[src/rtl/sts_pkg.sv]
// Shared types and constants for the sorted table search unit.
`timescale 1ns / 1ps

package sts_pkg;

    localparam int unsigned MODE_W   = 2;
    localparam int unsigned IDX_W    = 10;
    localparam int unsigned DATA_W   = 32;
    localparam int unsigned POS_W    = 11;

    localparam int unsigned TABLE_DEPTH_DEF = 1024;

    localparam int unsigned QUEUE_DEPTH = 2;
    localparam int unsigned QPTR_W      = $clog2(QUEUE_DEPTH);
    localparam int unsigned QCNT_W      = $clog2(QUEUE_DEPTH + 1);

    typedef enum logic [MODE_W-1:0] {
        MODE_WRITE = 2'd0,
        MODE_EXACT = 2'd1,
        MODE_LOWER = 2'd2,
        MODE_UPPER = 2'd3
    } mode_t;

    // One classified item on its way from the front end to the search engine.
    typedef struct packed {
        mode_t              mode;
        logic [IDX_W-1:0]   index;
        logic [DATA_W-1:0]  data;   // entry value for a write, key for a search
        logic [POS_W-1:0]   count;  // saturated entry count at accept time
    } cmd_t;

endpackage

[src/rtl/sts_queue.sv]
// Short command queue between the front end and the search engine.
`timescale 1ns / 1ps

module sts_queue (
    input  logic            clk,
    input  logic            rst_n,
    input  logic            push,
    input  sts_pkg::cmd_t   push_cmd,
    output logic            full,
    input  logic            pop,
    output logic            head_valid,
    output sts_pkg::cmd_t   head_cmd
);
    import sts_pkg::*;

    cmd_t              slot_reg [QUEUE_DEPTH];
    logic [QPTR_W-1:0] wr_ptr_reg;
    logic [QPTR_W-1:0] rd_ptr_reg;
    logic [QCNT_W-1:0] fill_reg;
    logic              do_pop;

    assign full       = (fill_reg == QCNT_W'(QUEUE_DEPTH));
    assign head_valid = (fill_reg != '0);
    assign head_cmd   = slot_reg[rd_ptr_reg];
    assign do_pop     = pop && head_valid;

    always_ff @(posedge clk)
    begin
        if (push)
        begin
            slot_reg[wr_ptr_reg] <= push_cmd;
        end
    end

    always_ff @(posedge clk or negedge rst_n)
    begin
        if (!rst_n)
        begin
            wr_ptr_reg <= '0;
            rd_ptr_reg <= '0;
            fill_reg   <= '0;
        end
        else
        begin
            if (push)
            begin
                wr_ptr_reg <= wr_ptr_reg + 1'b1;
            end
            if (do_pop)
            begin
                rd_ptr_reg <= rd_ptr_reg + 1'b1;
            end
            if (push && !do_pop)
            begin
                fill_reg <= fill_reg + 1'b1;
            end
            else if (do_pop && !push)
            begin
                fill_reg <= fill_reg - 1'b1;
            end
        end
    end

endmodule

[config.mk]
export PLATFORM = sky130hd
export DESIGN_NAME = sts_queue
export DESIGN_NICKNAME = d
export VERILOG_FILES = /design/src/rtl/sts_pkg.sv /design/src/rtl/sts_queue.sv
export SDC_FILE = /design/constraint.sdc
export NUM_CORES = 1
export LEC_CHECK = 0
export BUFFER_PORTS_ARGS = -buffer_cell sky130_fd_sc_hd__buf_2
export CAP_MARGIN = 20
export CORE_MARGIN = 2
export CORE_UTILIZATION = 56
export DETAILED_ROUTE_END_ITERATION = 10
export GPL_TIMING_DRIVEN = 0
export PLACE_DENSITY = 0.83
export SYNTH_ARGS = -nofsm -noshare
export SYNTH_HDL_FRONTEND = slang
export SYNTH_SLANG_ARGS = --single-unit
[constraint.sdc]
create_clock -name clk -period 10.95 [get_ports clk]
set_clock_uncertainty 0.1 [all_clocks]
set_input_delay 3.285 -clock clk [delete_from_list [all_inputs] [get_ports clk]]
set_output_delay 3.285 -clock clk [all_outputs]
set_load 0.02 [all_outputs]
### Word-level counts from Yosys, hierarchy flattened

Memories as Yosys holds them, arrays and structs flattened.
Cells that the tools add are included.

| cells by class | value |
|---|---|
| add/subtract/negate cells | 4 |
| equal/unequal tests | 1 |
| multiplexer cells | 4 |
| reduce and logical (&&, ||, !) cells | 7 |

Operator list:

| operator | count |
|---|---|
| two-way mux 2 bit | 2 |
| nonzero test 2 bit | 2 |
| logical AND 1 bit | 3 |
| adder 1 bit (second input constant) | 2 |
| adder 2 x 1 -> 2 bit (second input constant) | 1 |
| equality test 2 bit (second input constant) | 1 |
| zero test 1 bit | 2 |
| two-way mux 1 bit | 2 |
| subtractor 2 x 1 -> 2 bit (second input constant) | 1 |

| word-level totals | value |
|---|---|
| register bits | 4 |
| memory bits (writable) | 110 |
| input bits | 59 |
| output and inout port bits | 57 |
| word-level logic and storage cells | 20 |
| memories kept | 1 |

Memory list:

| name | depth | width | read ports | clocked after memory_dff | wr ports | line | source |
|---|---|---|---|---|---|---|---|
| slot_reg | 2 | 55 | 1 | 0 | 1 | sts_queue.sv:16 | `cmd_t slot_reg [QUEUE_DEPTH];` |

### Depth between registers and ports, before layout

Gate-level depths: netlist (run 1).

| depth | value |
|---|---|
| word-level depth | 5 |
| gate-level depth with buffers | 6 |
| depth with buffers taken out | 6 |

### Worst setup path before layout (run 1)

No wires, ideal clock.

| timing path | value |
|---|---|
| path kind | input -> register |
| start point | input port push |
| end point | memory slot_reg[0][0] (netlist bit) (enable) |
| setup time | 0.475 ns |
| arrival time | 5.715 ns |
| data required time | 10.375 ns |
| path slack | 4.660 ns |
| stages | 1 |
| path buffers | 0 |
| cell sequence | nor2b_1 |

| between the ends | value |
|---|---|
| longest elaborated chain between the ends | 2 |

Ends and longest elaborated chain:

| item | line | source |
|---|---|---|
| start, declared | sts_queue.sv:7 | `input logic push,` |
| two-way mux 1 bit | sts_queue.sv:29 | `if (push)` |
| two-way mux 1 bit (implied by the code) | sts_queue.sv:31 | `slot_reg[wr_ptr_reg] <= push_cmd;` |
| end, declared | sts_queue.sv:16 |  |

Every way passes these cells.

==> impl_metrics.toml, run 1 <==
[cts]
cts_made_buffers = 17
clockBufferDepth = 2
clk_pin_slew_ns = 0.05
h-tree-depth = 4
cts-root-buf = "clkbuf_8"
cts.sinks = 114
holdBufCountCts = 0
clock_latency_ns = 0.48
cts_setup_buffers = 0
cts_resized = 0
cts_tree = "built"

[worst_setup_path]
worstPathMaxFanout = 10
cp-startpoint = "rd_ptr_reg"
path_depth = 4
worstSetupStartpointType = "flop"
path_delay_family = "buffers and inverters"
r2r-end = "slot_reg[1][35]"
cp.required_ns = 7.57
end_kind = "output port"
critPathBufInv = 3
slowest_stage = "dfrtp_1"
endpoint = "head_cmd[48]"
worstSetupPathType = "reg2out"
cpPeakStageDelay_ns = 0.35
cpMostUsedCell = "buf_6"
crit_chain = "buf_6 -> buf_6 -> mux2_4 -> buf_2"
rrSetupSlack_ns = 9.27
reg2reg_from = "wr_ptr_reg"
rr_worst_depth = 2
critical_path_arrival_ns = 1.68

[synth]
ys_ff_latch = 114
yosys.area.top_type = "edfxtp_1"
ys_seq_area_share_pct = 78.7
synth_cell_types = 14
synth.area.top_cells = "edfxtp_1 76%, mux2_4 14%, mux2_2 3.9%"
synth_area_sq_um = 4320
syn-num-nets = 247
synth_top_area_share_pct = 76.4
syn_inst = 187
ys_warn_count = 0
synth_area_per_cell_sq_um = 23.1

[detailed_routing]
topRoutingLayerUsed = "met4"
drcViolationCount = 0
met2WireLength_um = 3580
drt_iter0_drc = 73
ant_nets = 0
wl_per_cell_um = 15.4
vias_per_cell = 4.91
drt-total-wl_um = 6760
wl_met3_um = 342
first_pass_iters = 4
num_vias = 2155
met1_length_um = 2730

[layout]
fillers = 467
diodes = 0
drive_gt1_share_pct = 62.6
register_area_sq_um = 3400
multiInputGateArea_sq_um = 867
utilization_pct = 75.1
nets = 384
largest_register_ff_count = 110
areaGrowthSynthToFinish_pct = 32.2

[placement]
gp_congestion = 0.658
port_buffers = 115
dpl.hpwl_um = 4560

[job]
cap_violations = 0

[timing]
rsz0062_at_grt = "false"
slew_headroom_pct = 61.0
worstMarginPinSlew_ns = 0.584
final_max_slew_viol_count = 0
min_period_ns = 5.07
fin_setup_tns_ns = 0
setup_violations = 0
post-route-period-util_pct = 46.3
finalHoldViolations = 0
max_freq_ghz = 0.197

[floorplanning]
die_area_sq_um = 8440
fp.coreArea_sq_um = 7610
die_x_um = 91.9
die_h_um = 91.9
rows = 32
pin_count = 116
initial_core_util_pct = 56.8

[pwr]
ir_drop_mv = 0.147
p_per_area_nw_per_um2 = 293
power_leakage_nw = 2.32

[global_routing]
grt_pass1_wl_um = 10600
gr-usage-all-layers_pct = 17.2
antenna_found_initial = 0
grt_remaining_overflow = 0
grt_pass1_vias = 2135
grt_max_degree = 36

[min_path]
hold_class = "reg2reg"

[run_status]
outcome = "completed"
[synth_stat cells (all sizes together)]
cell type / instances
ha: 1
buf: 6
nor2: 1
mux2: 55
and2: 1
xnor2: 2
dfrtp: 4
or2: 1
xor2: 3
nand2: 1
nor2b: 2
edfxtp: 110
[per-stage QoR]
stage | power (mW) | setup WS (ns) | hold slack [ns] | cells | instance area [sq um]
2_1_floorplan | 0.992 | 4.66 | 0.348 | 187 | 4320
3_3_place_gp | 1.12 | 3.33 | 0.368 | 404 | 5030
3_5_place_dp | 1.14 | 6.29 | 0.374 | 407 | 5110
4_1_cts | 1.69 | 5.84 | 0.385 | 439 | 5710
5_1_grt | 1.75 | 5.80 | 0.422 | 439 | 5710
6_report | 1.67 | 5.88 | 0.381 | 439 | 5710
[per-layer routing]
| layer | global-route usage [%] | vias to the layer above |
|---|---|---|
| li1 | - | 1018 |
| met1 | 19.7 | 1060 |
| met2 | 29.8 | 69 |
| met3 | 5.67 | 8 |
| met4 | 7.09 | 0 |
| met5 | 0 | - |
[layout by cell type, fill, tap and decap left out, types with 2 or more instances in the layout]
cell        netlist  routed
buf_16            0       2
buf_2             1     116
clkinv_1          0       2
clkbuf_16         0      16
bufinv_16         0       4
xor2_1            3       3
clkinvlp_4        0       4
buf_6             5       5
dfrtp_1           4       4
clkinv_2          0       3
edfxtp_1        110     110
mux2_2           15      15
xnor2_1           2       2
mux2_4           40      40
[report_power, final]
group / total (mW) / leakage (nW) / internal [mW] / switching [mW]
registers: 0.606 / 1.08 / 0.580 / 0.0253
clock network: 0.546 / 0.285 / 0.367 / 0.179
logic: 0.522 / 0.952 / 0.241 / 0.281
total: 1.67 / 2.32 / 1.19 / 0.486
[worst min path at each step]
stage / start / end / slack [ns] / cells past startpoint
6_report: fill_reg[1] / fill_reg[1] / 0.38 / 1
5_1_grt: fill_reg[1] / fill_reg[1] / 0.42 / 1
4_1_cts: fill_reg[1] / fill_reg[1] / 0.38 / 1
3_5_place_dp: fill_reg[1] / fill_reg[1] / 0.37 / 1
3_3_place_gp: fill_reg[1] / fill_reg[1] / 0.37 / 1
2_1_floorplan: fill_reg[1] / fill_reg[1] / 0.35 / 1
[layout make-up]
type | count | share of cell area [%]
buffer | 6 | 1.07
clock buffer | 17 | 7.25
clock inverter | 15 | 3.33
multi-input combinational | 67 | 15.2
sequential | 114 | 59.6
tap | 102 | 2.23
timing repair buffer | 118 | 11.4
[cell families after synthesis]
kind of cell | after synthesis | share of synthesized area (%)
xor+xnor | 5 | 1.01
fa+ha+maj | 1 | 0.289
buf+inv | 6 | 1.42
flops | 114 | 78.7
mux | 55 | 17.8
simple gates | 6 | 0.753
Note: power is estimated with default switching activity, not from simulation.
==> inputs of run 2 (changes only) <==
CORE_UTILIZATION = 47   (was 56)
PLACE_DENSITY = 0.74   (was 0.83)
clock period = 4.3 ns   (was 10.95 ns; I/O delays follow)
==> run 2 against run 1 <==
  * Core utilization is 11 points lower
  * Via count up 0.23%
  * Register-to-register slack lost 6.8 ns
  * Worst hold slack better by 0.022 ns
  * Cell area fell by 0.88%
  * Count of clock-buffer cells in the layout increased by 1
  * Highest routed layer unchanged
  * Die area is 18% higher
  * Critical path type unchanged
  * Global-route usage shrank 2.5 points
==> impl_metrics.toml, run 2 (same netlist as run 1, synthesis figures left out) <==
[run_status]
outcome = "completed"

[min_path]
hold_class = "reg2reg"
hold_depth = 1

[timing]
slew_headroom_pct = 44.4
finalHoldViolations = 0
worst_hold_slack_ns = 0.403
worstMarginPinSlew_ns = 0.832
fin_setup_tns_ns = 0
rsz0062_at_grt = "false"
max_freq_ghz = 0.323
min_period_ns = 3.09
post-route-period-util_pct = 72.0
final_max_slew_viol_count = 0
setup_violations = 0

[detailed_routing]
drt_iter0_drc = 80
wl_per_cell_um = 16.0
drcViolationCount = 0
vias_per_cell = 4.86
ant_nets = 0
first_pass_iters = 5
num_vias = 2160
drt-total-wl_um = 7110

[layout]
layout_commonest_cell = "buf_2"
utilization_pct = 64.3
nets = 383
layout_common_cells = "116 x buf_2, 110 x edfxtp_1, 40 x mux2_4, 16 x clkbuf_16, 15 x mux2_2"
areaGrowthSynthToFinish_pct = 31.0
diodes = 0
drive_gt1_share_pct = 62.5
largest_register_ff_count = 110

[worst_setup_path]
path_depth = 4
cpPeakStageDelay_ns = 0.36
worstSetupStartpointType = "flop"
path_delay_family = "buffers and inverters"
worstSetupPathType = "reg2out"
worstPathMaxFanout = 10
critPathBufInv = 3
end_kind = "output port"
cp.required_ns = 2.91
slowest_stage = "dfrtp_1"
critical_path_arrival_ns = 1.70
rr_worst_depth = 2
cpMostUsedCell = "buf_6"
crit_chain = "buf_6 -> buf_6 -> mux2_4 -> buf_2"

[cts]
clk_pin_slew_ns = 0.06
cts_tree = "built"
cts-root-buf = "clkbuf_8"
cts_resized = 0
h-tree-depth = 4
cts_made_buffers = 17
cts_setup_buffers = 0
holdBufCountCts = 0
clock_latency_ns = 0.49
clockBufferDepth = 2
cts.sinks = 114

[pwr]
ir_drop_mv = 0.389
power_leakage_nw = 2.29
p_per_area_nw_per_um2 = 743

[floorplanning]
die_area_sq_um = 9980
die_h_um = 99.9
pin_count = 116
initial_core_util_pct = 49.1
die_x_um = 99.9
fp.coreArea_sq_um = 8810
rows = 34

[job]
cap_violations = 0

[placement]
gp_congestion = 0.660
port_buffers = 115
dpl.hpwl_um = 4680

[global_routing]
grt_remaining_overflow = 0
grt_pass1_wl_um = 10800
grt_max_degree = 35
grt_pass1_vias = 2211
gr-usage-all-layers_pct = 14.7
antenna_found_initial = 0
-- run 2: cell types whose count changed in the layout (fill, tap and decap cells not counted), sizes merged --
cell	delta
buf	-1
bufinv	-1
clkbuf	+1
clkinvlp	+1
clkinv	-1
-- run 2: area by class of cell --
cell class                 instances  area (sq um)
clock inverter                    14           164
sequential                       114          3400
fill                             630          3140
tap                              108           135
timing repair buffer             117           616
clock buffer                      18           418
buffer                             6          61.3
multi-input combinational         67           867
-- run 2: per-stage QoR --
stage	instances	setup slack (ns)	cell area (sq um)	power, mW
after floorplan	187	0.00545	4320	2.53
after global placement	410	-1.50	5030	2.87
after detailed placement	412	1.44	5080	2.90
after CTS	444	1.15	5660	4.27
after global routing	444	1.12	5660	4.39
final	444	1.21	5660	4.21
-- run 2: path summary, 6_finish.rpt --
check                            start  slack [ns]               to
setup reg to reg            wr_ptr_reg        2.49  slot_reg[0][52]
hold reg to reg            fill_reg[1]        0.40      fill_reg[1]
hold / removal             fill_reg[1]        0.40      fill_reg[1]
max in group asynchronous        rst_n        3.48       wr_ptr_reg
setup / recovery            rd_ptr_reg        1.21     head_cmd[14]
min in group asynchronous        rst_n        0.49      fill_reg[1]
-- run 2: layer usage --
layer | share of wire (%) | vias to the layer above | wire [um] | global-route usage [%]
li1 | - | 1017 | - | -
met5 | 0 | - | 0 | 0
met1 | 42 | 1058 | 2980 | 16.5
met2 | 51 | 81 | 3640 | 24.4
met4 | 0.62 | 0 | 44 | 7.69
met3 | 6.2 | 4 | 444 | 5.50
-- run 2: power breakdown --
group	total [mW]	switching, mW	internal, mW	leakage, nW
registers	1.54	0.0630	1.48	1.08
logic	1.32	0.722	0.595	0.936
clock network	1.35	0.474	0.878	0.271
total	4.21	1.26	2.95	2.29
