[src/rtl/sts_pkg.sv]
// Shared types and constants for the sorted table search unit.
`timescale 1ns / 1ps

package sts_pkg;

    localparam int unsigned MODE_W   = 2;
    localparam int unsigned IDX_W    = 10;
    localparam int unsigned DATA_W   = 32;
    localparam int unsigned POS_W    = 11;

    localparam int unsigned TABLE_DEPTH_DEF = 1024;

    localparam int unsigned QUEUE_DEPTH = 2;
    localparam int unsigned QPTR_W      = $clog2(QUEUE_DEPTH);
    localparam int unsigned QCNT_W      = $clog2(QUEUE_DEPTH + 1);

    typedef enum logic [MODE_W-1:0] {
        MODE_WRITE = 2'd0,
        MODE_EXACT = 2'd1,
        MODE_LOWER = 2'd2,
        MODE_UPPER = 2'd3
    } mode_t;

    // One classified item on its way from the front end to the search engine.
    typedef struct packed {
        mode_t              mode;
        logic [IDX_W-1:0]   index;
        logic [DATA_W-1:0]  data;   // entry value for a write, key for a search
        logic [POS_W-1:0]   count;  // saturated entry count at accept time
    } cmd_t;

endpackage

[src/rtl/sts_front.sv]
// Front end: holds the entry count register and classifies incoming items.
`timescale 1ns / 1ps

module sts_front #(
    parameter int unsigned TABLE_DEPTH = sts_pkg::TABLE_DEPTH_DEF
) (
    input  logic                        clk,
    input  logic                        rst_n,
    input  logic                        cfg_valid,
    output logic                        cfg_ready,
    input  logic [sts_pkg::POS_W-1:0]   cfg_data,
    input  logic [sts_pkg::MODE_W-1:0]  mode,
    input  logic [sts_pkg::IDX_W-1:0]   entry_index,
    input  logic [sts_pkg::DATA_W-1:0]  entry_value,
    input  logic [sts_pkg::DATA_W-1:0]  search_key,
    output logic                        push,
    output sts_pkg::cmd_t               push_cmd,
    input  logic                        accept
);
    import sts_pkg::*;

    localparam int unsigned CAP = (TABLE_DEPTH > 2047) ? 2047 : TABLE_DEPTH;
    localparam logic [POS_W-1:0] CAP_POS = POS_W'(CAP);

    logic [POS_W-1:0] entry_count_reg;
    logic [POS_W-1:0] eff_count;
    logic [31:0]      index_wide;
    logic             is_write;
    logic             keep;

    assign cfg_ready = 1'b1;

    always_ff @(posedge clk or negedge rst_n)
    begin
        if (!rst_n)
        begin
            entry_count_reg <= '0;
        end
        else if (cfg_valid && cfg_ready)
        begin
            entry_count_reg <= cfg_data;
        end
    end

    assign eff_count  = (entry_count_reg > CAP_POS) ? CAP_POS : entry_count_reg;
    assign index_wide = 32'(entry_index);
    assign is_write   = (mode_t'(mode) == MODE_WRITE);
    // writes beyond the table are taken and dropped
    assign keep       = !is_write || (index_wide < TABLE_DEPTH);

    assign push = accept && keep;

    always_comb
    begin
        push_cmd.mode  = mode_t'(mode);
        push_cmd.index = entry_index;
        push_cmd.data  = is_write ? entry_value : search_key;
        push_cmd.count = eff_count;
    end

endmodule

[config.mk]
export PLATFORM = sky130hd
export DESIGN_NAME = sts_front
export DESIGN_NICKNAME = d
export VERILOG_FILES = /design/src/rtl/sts_pkg.sv /design/src/rtl/sts_front.sv
export SDC_FILE = /design/constraint.sdc
export NUM_CORES = 1
export LEC_CHECK = 0
export BUFFER_PORTS_ARGS = -buffer_cell sky130_fd_sc_hd__buf_2
export CORE_UTILIZATION = 30
export DETAILED_ROUTE_END_ITERATION = 6
export PLACE_DENSITY = 0.8
export SYNTH_ARGS = -nofsm -noshare
export SYNTH_HDL_FRONTEND = slang
export SYNTH_SLANG_ARGS = --single-unit
[constraint.sdc]
create_clock -name clk -period 1.5 [get_ports clk]
set_clock_uncertainty 0.2 [all_clocks]
set_input_delay 0.3 -clock clk [delete_from_list [all_inputs] [get_ports clk]]
set_output_delay 0.3 -clock clk [all_outputs]
set_load 0.05 [all_outputs]
=== After elaboration in Yosys (flattened, before gate mapping) ===
Cells that the tools add are included.

* Input port bits: 91
* Memories kept: 0
* Bits in registers: 11
* Word-level logic and storage cells: 9
* Memory bits (read-only): 0
* Latch bits: 0
* Output and inout bits: 57
* Bits in writable memories: 0

* Add/subtract/negate cells: 0
* $mul: 0
* Mux-type cells: 2
* Reduce and logical (&&, ||, !) cells: 4
* Divide/modulo/power cells: 0
* Shift-type cells: 0
* Order comparisons: 2
* Equal/unequal tests: 0
* Bitwise operators: 0

{| class="wikitable"
|+ Operators by type and width
! kind !! number
|-
| 32-bit two-way mux || 1
|-
| 11-bit greater-than comparator, second input constant || 1
|-
| 10-bit by 11-bit < comparator with 1-bit output, second input constant || 1
|-
| 11-bit two-way mux || 1
|-
| 2-bit zero test || 1
|-
| 1-bit logical AND || 1
|-
| 1-bit zero test || 1
|-
| 1-bit logical OR || 1
|}

=== Longest topological paths before layout ===
Gate-level depths: netlist (run 1).

* Depth in word-level cells: 4
* Gate-level depth with buffers: 3
* Gate-level depth less buffers: 2

=== Worst setup path after synthesis (run 1) ===
OpenSTA, ideal clock, no wires.

* Path kind: reg-to-output
* Start: register entry_count_reg[10]
* End: output port push_cmd[0] (netlist name)
* Arrival time: 1274 ps
* Data required time: 1000 ps
* Path buffers: 1
* Slack: -274 ps
* Cell stages (with the launch flop): 3
* Cells stage by stage: dfrtp_1 > clkbuf_1 > nor2b_1

{| class="wikitable"
|+ RTL lines
! item !! line !! text
|-
| from (decl) || sts_front.sv:25 || <nowiki>logic [POS_W-1:0] entry_count_reg;</nowiki>
|-
| from (signal assigned) || sts_front.sv:41 || <nowiki>entry_count_reg <= cfg_data;</nowiki>
|-
| to (decl) || sts_front.sv:17 || <nowiki>output sts_pkg::cmd_t push_cmd,</nowiki>
|}

==> impl_results.md, run 1 <==
* Cells along the critical path: buf_8 > nor2_4 > buf_6 > buf_12 > mux2_4 > buf_8
* Source-to-sink clock delay at the later pin of the worst-skew pair at 0.27 ns
* Mean cell area of the mapped netlist at 11.7 um^2
* Worst EP arrival at 1.27 ns
* Clock buffers created by TritonCTS at 3
* Average wire per standard cell at 16.2 um
* Fraction of the mapped netlist area in compound gates at 0
* Core Region at 3100 um^2
* Reported net switching power at 698 uW
* Length of the first detailed-routing pass in iterations at 2
* Clock root buffer master: clkbuf_4
* Most used cells in the layout excluding fill and tap cells: buf_2 (79), buf_6 (36), mux2_4 (32)
* Total routing resource utilization after global routing at 0.212
* Dominant combinational cell family by area after synthesis: multiplexers
* Flip-flop count of the largest register after layout at 11
* Final sum of negative setup slack at -9.20 ns
* Critical-path top delay cell: mux2_4
* Number of clock sinks seen by CTS at 11
* Category of the worst setup path launch point: primary input
* # fillers at 242
* Number of diodes at 0
* Max Clock Freq at 564 MHz
* Number of I/O pins at 148
* Part of the total power dissipated in the clock network at 0.127
* Switching part of the total at 0.429
* Antenna violations before repair at 0
* Count of final max-slew check failures at 0
* Cell occurring most often along the worst timing path: buf_8
* Height of the die at 59.8 um
* Die area at 3580 um^2
* Final #Nets at 298
* First-iteration detailed-routing DRC count at 21
* Number of distinct library cells after synthesis at 10
* Setup WS post-layout at -0.272 ns
* Wirelength, routed at 4040 um
* Classification of the worst-slack hold path: in2reg
* Total of flip-flops plus latches after synthesis at 11
* Storage element area at 275 um^2
* Wire length of the first global-routing pass at 5550 um
* Htree depth at 1
* Placer's final routability congestion estimate at 0.689
* Kind of capture point of the worst setup path: output pin
* Part of the total power dissipated in combinational logic at 0.662
* Final setup vio count at 43
* Violations in the final reports: setup timing
* Residual DRC at 0
* Tot Pwr at 1630 uW
* Max Cap Violations at 0
* Total grt overflow at 0
* Hold Fails Final Rpt at 0
* Basic-gate share of the synthesized area counting and, or, nand and nor cells at 0.0736
* RSZ-0062 raised after global routing: true
* Leakage at 0.00120 uW
* Required time at the endpoint of the critical path at 1.00 ns
* Initial cell density of the core at 0.323
* Largest fanout of any net on the critical path at 6
* Clk buf depth at 2
* Number of rows in the core area at 20
* Pin count of the biggest net entering global routing at 12
* TritonCTS clock tree: yes
* Area taken by multi-input logic gates at 757 um^2
* Internal power at 931 uW
* XOR/XNOR Fraction of Synth Area at 0
* Commonest non-fill, non-tap cell in the layout: buf_2
* Area growth, synth to finish at 125%
* Post-route clock period utilization at 1.18
* Number of nets with antenna violations after routing at 0
* Part of the Yosys area used for sequential elements at 0.274
* Largest stage delay on the critical path at 0.31 ns
* Worst-path clk slew at 0.08 ns
* Worst IR drop on VDD at 612 uV
* Final Critical Period at 1.77 ns
* Part of the total power dissipated in sequential elements at 0.211
* Category of the most critical setup path: in2out
* Vias per Instance at 4.50
* Fraction of final layout cells sized beyond drive strength 1 at 0.937
* Net count after synthesis at 177
* Floorplan die width at 59.8 um
* Multiplexer share of the synthesized area at 0.490
* Yosys warnings at 0
* Via count at 1126
* Buffers added on ports at 124
* Vias in the first global route at 1181
* Netlist area before placement at 1000 um^2
* Post-Synth Adder-Cell Area at 0
* Synthesized instance count at 86
* Status: finished, violations left
* Pwr per Cell Area at 723 nW/um^2
==> path summary, 6_finish.rpt <==
check	startpoint	end	slack, ns	cells after the start
worst max-delay path	mode[1]	push_cmd[38]	-0.27	6
worst min-delay path	cfg_data[3]	entry_count_reg[3]	0.06	2
worst max register to register	entry_count_reg[10]	entry_count_reg[10]	0.33	2
worst min register to register	entry_count_reg[2]	entry_count_reg[2]	0.32	1
max in group asynchronous	rst_n	entry_count_reg[7]	0.64	2
min in group asynchronous	rst_n	entry_count_reg[5]	0.25	2
==> cells by family (layout without fill, tap and decap cells) <==
group / count (synthesis) / count (layout)
muxes: 43 / 43
other: 1 / 1
and+or+nand+nor: 11 / 11
buffers and inverters: 20 / 140
DFF: 11 / 11
==> layer usage <==
layer / GRT usage / share of wire / vias up
met2: 0.430 / 0.61 / 63
met1: 0.206 / 0.30 / 536
met3: 0.0433 / 0.071 / 8
met5: 0 / 0 / -
li1: - / - / 519
met4: 0.0698 / 0.021 / 0
==> worst max-delay path: cells and delay by family <==
| family | cells | cell delay (ns) |
|---|---|---|
| buffers and inverters | 4 | 0.51 |
| multiplexers | 1 | 0.31 |
| AND/OR/NAND/NOR | 1 | 0.14 |
==> stage by stage <==
stage	cell area, um^2	cells	worst slack [ns]	util	hold WS [ns]
2_1_floorplan	1110	86	-0.114	-	-0.196
5_1_grt	2250	250	-0.296	0.726	0.0481
6_report	2250	250	-0.272	0.726	0.0564
4_1_cts	2250	250	-0.271	0.724	0.0484
3_3_place_gp	1690	239	-0.335	0.544	-0.0246
3_5_place_dp	1690	239	-0.344	0.544	-0.0175
==> synthesized netlist by cell type <==
master     n  area share
mux2_2    41        0.46
buf_4     14        0.10
dfrtp_1   11        0.27
nor2b_1   10       0.062
clkbuf_8   3       0.041
clkbuf_1   2      0.0075
mux2_4     2       0.030
buf_2      1      0.0050
conb_1     1      0.0037
nor2_4     1       0.011
==> timing repair <==
action | in CTS | in global routing
gates resized for setup | 124 | 7
pin swaps | 1 | 1
hold buffers | 1 | 0
hold endpoints to repair | 11 | 0
setup endpoints to repair | 43 | 43
setup buffers | 3 | 1
gates cloned | 3 | 0
==> area by class of cell <==
cell class              count  area share
well taps                  44      0.0244
repair buffers            136       0.505
clock buffers               3     0.00999
clock inverters             1     0.00222
multi-input cells          55       0.336
flip-flops and latches     11       0.122
==> power groups by stage <==
stage	clock network (uW)	logic, uW	registers [uW]
finish	207	1080	344
floorplan	0	675	341
CTS	211	1060	343
global placement	0	796	344
global route	230	1120	349
detailed placement	0	806	345
Note: power is estimated with default switching activity, not from simulation.
==> run 2: changes to the inputs <==
--- a/config.mk
+++ b/config.mk
@@ -8,7 +8,7 @@
 export BUFFER_PORTS_ARGS = -buffer_cell sky130_fd_sc_hd__buf_2
 export CORE_UTILIZATION = 30
 export DETAILED_ROUTE_END_ITERATION = 6
-export PLACE_DENSITY = 0.8
+export PLACE_DENSITY_LB_ADDON = 0.12
 export SYNTH_ARGS = -nofsm -noshare
 export SYNTH_HDL_FRONTEND = slang
 export SYNTH_SLANG_ARGS = --single-unit
==> constraint.sdc (replaced) <==
create_clock -name clk -period 1.8 [get_ports clk]
set_clock_uncertainty 0.2 [all_clocks]
set_input_delay 0.36 -clock clk [delete_from_list [all_inputs] [get_ports clk]]
set_output_delay 0.36 -clock clk [all_outputs]
set_load 0.05 [all_outputs]
==> run 2 against run 1 <==
Cell count decreased by 2.8%. Cell area down 15%. Die area unchanged. The flow still finishes with violations (setup timing). Highest routed layer is now met5. Critical path depth shrank 1. Global-route usage is 5.6 points lower. Via count shrank 3.5%. Non-clock buffer count decreased by 7. Total power fell by 26%.
==> impl_results.md, run 2 (synthesis gave the netlist of run 1 again) <==
* Die area at 3580 um^2
* Number of cells in the finished layout apart from fillers at 243
* RSZ-0062 raised after global routing: true
* Post-route worst hold slack at 0.123 ns
* Pwr per Cell Area at 624 nW/um^2
* Most used cells in the layout excluding fill and tap cells: buf_2 (89), mux2_2 (28), buf_6 (25)
* Number of nets with antenna violations after routing at 0
* Part of the total power dissipated in sequential elements at 0.241
* Wire length of the first global-routing pass at 4110 um
* Worst setup endpoint: push_cmd[14]
* Wirelength, routed at 3680 um
* Cell occurring most often along the worst timing path: buf_6
* Critical register-to-register path startpoint: entry_count_reg[10]
* Initial cell density of the core at 0.323
* Average wire per standard cell at 15.2 um
* Source of the worst hold timing path: cfg_data[4]
* Pin count of the biggest net entering global routing at 33
* Max Cap Violations at 0
* Leakage at 0.00101 uW
* Final setup vio count at 32
* Worst-path clk slew at 0.07 ns
* Worst r2r path cells at 1
* Buffers added on ports at 124
* Number of setup buffers added after CTS at 0
* FF-to-FF setup slack at 0.71 ns
* Post-Layout Inst Area at 1920 um^2
* Vias in the first global route at 944
* Core Region at 3100 um^2
* Status: finished, violations left
* Hold Fails Final Rpt at 0
* Fraction of final layout cells sized beyond drive strength 1 at 0.884
* Total routing resource utilization after global routing at 0.156
* Required time at the endpoint of the critical path at 1.24 ns
* Number of diodes at 0
* Vias per Instance at 4.47
* Area after detailed placement at 1550 um^2
* Final #Nets at 291
* Internal power at 673 uW
* Source-to-sink clock delay at the later pin of the worst-skew pair at 0.26 ns
* Count of final max-slew check failures at 0
* Commonest non-fill, non-tap cell in the layout: buf_2
* Part of the total power dissipated in the clock network at 0.134
* Clock root buffer master: clkbuf_4
* Clock buffers created by TritonCTS at 3
* Reported net switching power at 527 uW
* Floorplan die width at 59.8 um
* Number of clock sinks seen by CTS at 11
* RR Endpoint: entry_count_reg[10]
* Post-route clock period utilization at 1.05
* Category of the most critical setup path: in2out
* Max Clock Freq at 529 MHz
* Largest stage delay on the critical path at 0.35 ns
* Flip-flop count of the largest register after layout at 11
* Antenna violations before repair at 1
* Hpwl dp at 2640 um
* Violations in the final reports: setup timing
* Length of the first detailed-routing pass in iterations at 4
* Total grt overflow at 0
* Critical-path top delay cell: mux2_2
* Height of the die at 59.8 um
* Largest fanout of any net on the critical path at 16
* Final sum of negative setup slack at -2.40 ns
* Number of rows in the core area at 20
* Setup WS post-layout at -0.0914 ns
* Area growth, synth to finish at 91.6%
* Cell count after placement at 236
* Kind of capture point of the worst setup path: output pin
* Part of the total power dissipated in combinational logic at 0.625
* Via count at 1087
* Category of the worst setup path launch point: primary input
* Number of I/O pins at 148
* Beginning of the critical path: mode[1]
* # fillers at 293
* TritonCTS clock tree: yes
* Clk buf depth at 2
* Worst IR drop on VDD at 548 uV
* Final Critical Period at 1.89 ns
* Worst EP arrival at 1.33 ns
* Placer's final routability congestion estimate at 0.666
* First-iteration detailed-routing DRC count at 17
* Switching part of the total at 0.439
* Residual DRC at 0
* Htree depth at 1
* Classification of the worst-slack hold path: in2reg
* Cells along the critical path: buf_6 > nor2_4 > buf_12 > mux2_2 > buf_6
## run 2: area by class of cell
| cell class | count | area (um^2) | area share |
|---|---|---|---|
| Tap cell | 44 | 55.1 | 0.0286 |
| Sequential cell | 11 | 277 | 0.144 |
| Clock buffer | 4 | 26.3 | 0.0137 |
| Timing Repair Buffer | 129 | 947 | 0.493 |
| Multi-Input combinational cell | 55 | 618 | 0.321 |
## run 2: critical path: cells and delay by family
family,cells,cell delay (ns)
buffers and inverters,3,0.44
muxes,1,0.35
and+or+nand+nor,1,0.18
## run 2: how the worst min path moves through the flow
stage	endpoint	slack, ns	cells past startpoint
final	entry_count_reg[4]	0.12	2
after global routing	entry_count_reg[5]	0.11	2
after CTS	entry_count_reg[4]	0.12	2
after detailed placement	entry_count_reg[4]	0.04	1
after global placement	entry_count_reg[4]	0.04	1
after floorplan	entry_count_reg[0]	-0.14	0
## run 2: metal layers
layer | vias to the layer above | share of wire | global-route usage
li1 | 510 | - | -
met1 | 505 | 0.33 | 0.169
met2 | 64 | 0.56 | 0.278
met3 | 6 | 0.092 | 0.0671
met4 | 2 | 0.0073 | 0.0365
met5 | - | 0.0035 | 0
## run 2: through the flow
stage,total power [uW],util,setup WS [ns]
global placement,899,0.499,-0.118
CTS,1160,0.575,-0.113
detailed placement,907,0.499,-0.155
floorplan,806,-,-0.0341
finish,1200,0.620,-0.0914
global route,1260,0.620,-0.126
## run 2: power groups by stage
| stage | Combinational, uW | Sequential, uW | Clock (uW) |
|---|---|---|---|
| floorplan | 522 | 284 | 0 |
| global placement | 607 | 292 | 0 |
| detailed placement | 612 | 295 | 0 |
| CTS | 698 | 290 | 172 |
| global route | 779 | 294 | 186 |
| finish | 750 | 290 | 161 |
## run 2: timing repair
action	in CTS	in global routing
gates resized for setup	65	28
gates cloned	0	2
setup endpoints to repair	38	33
hold buffers	1	0
endpoints found under the hold margin	11	0
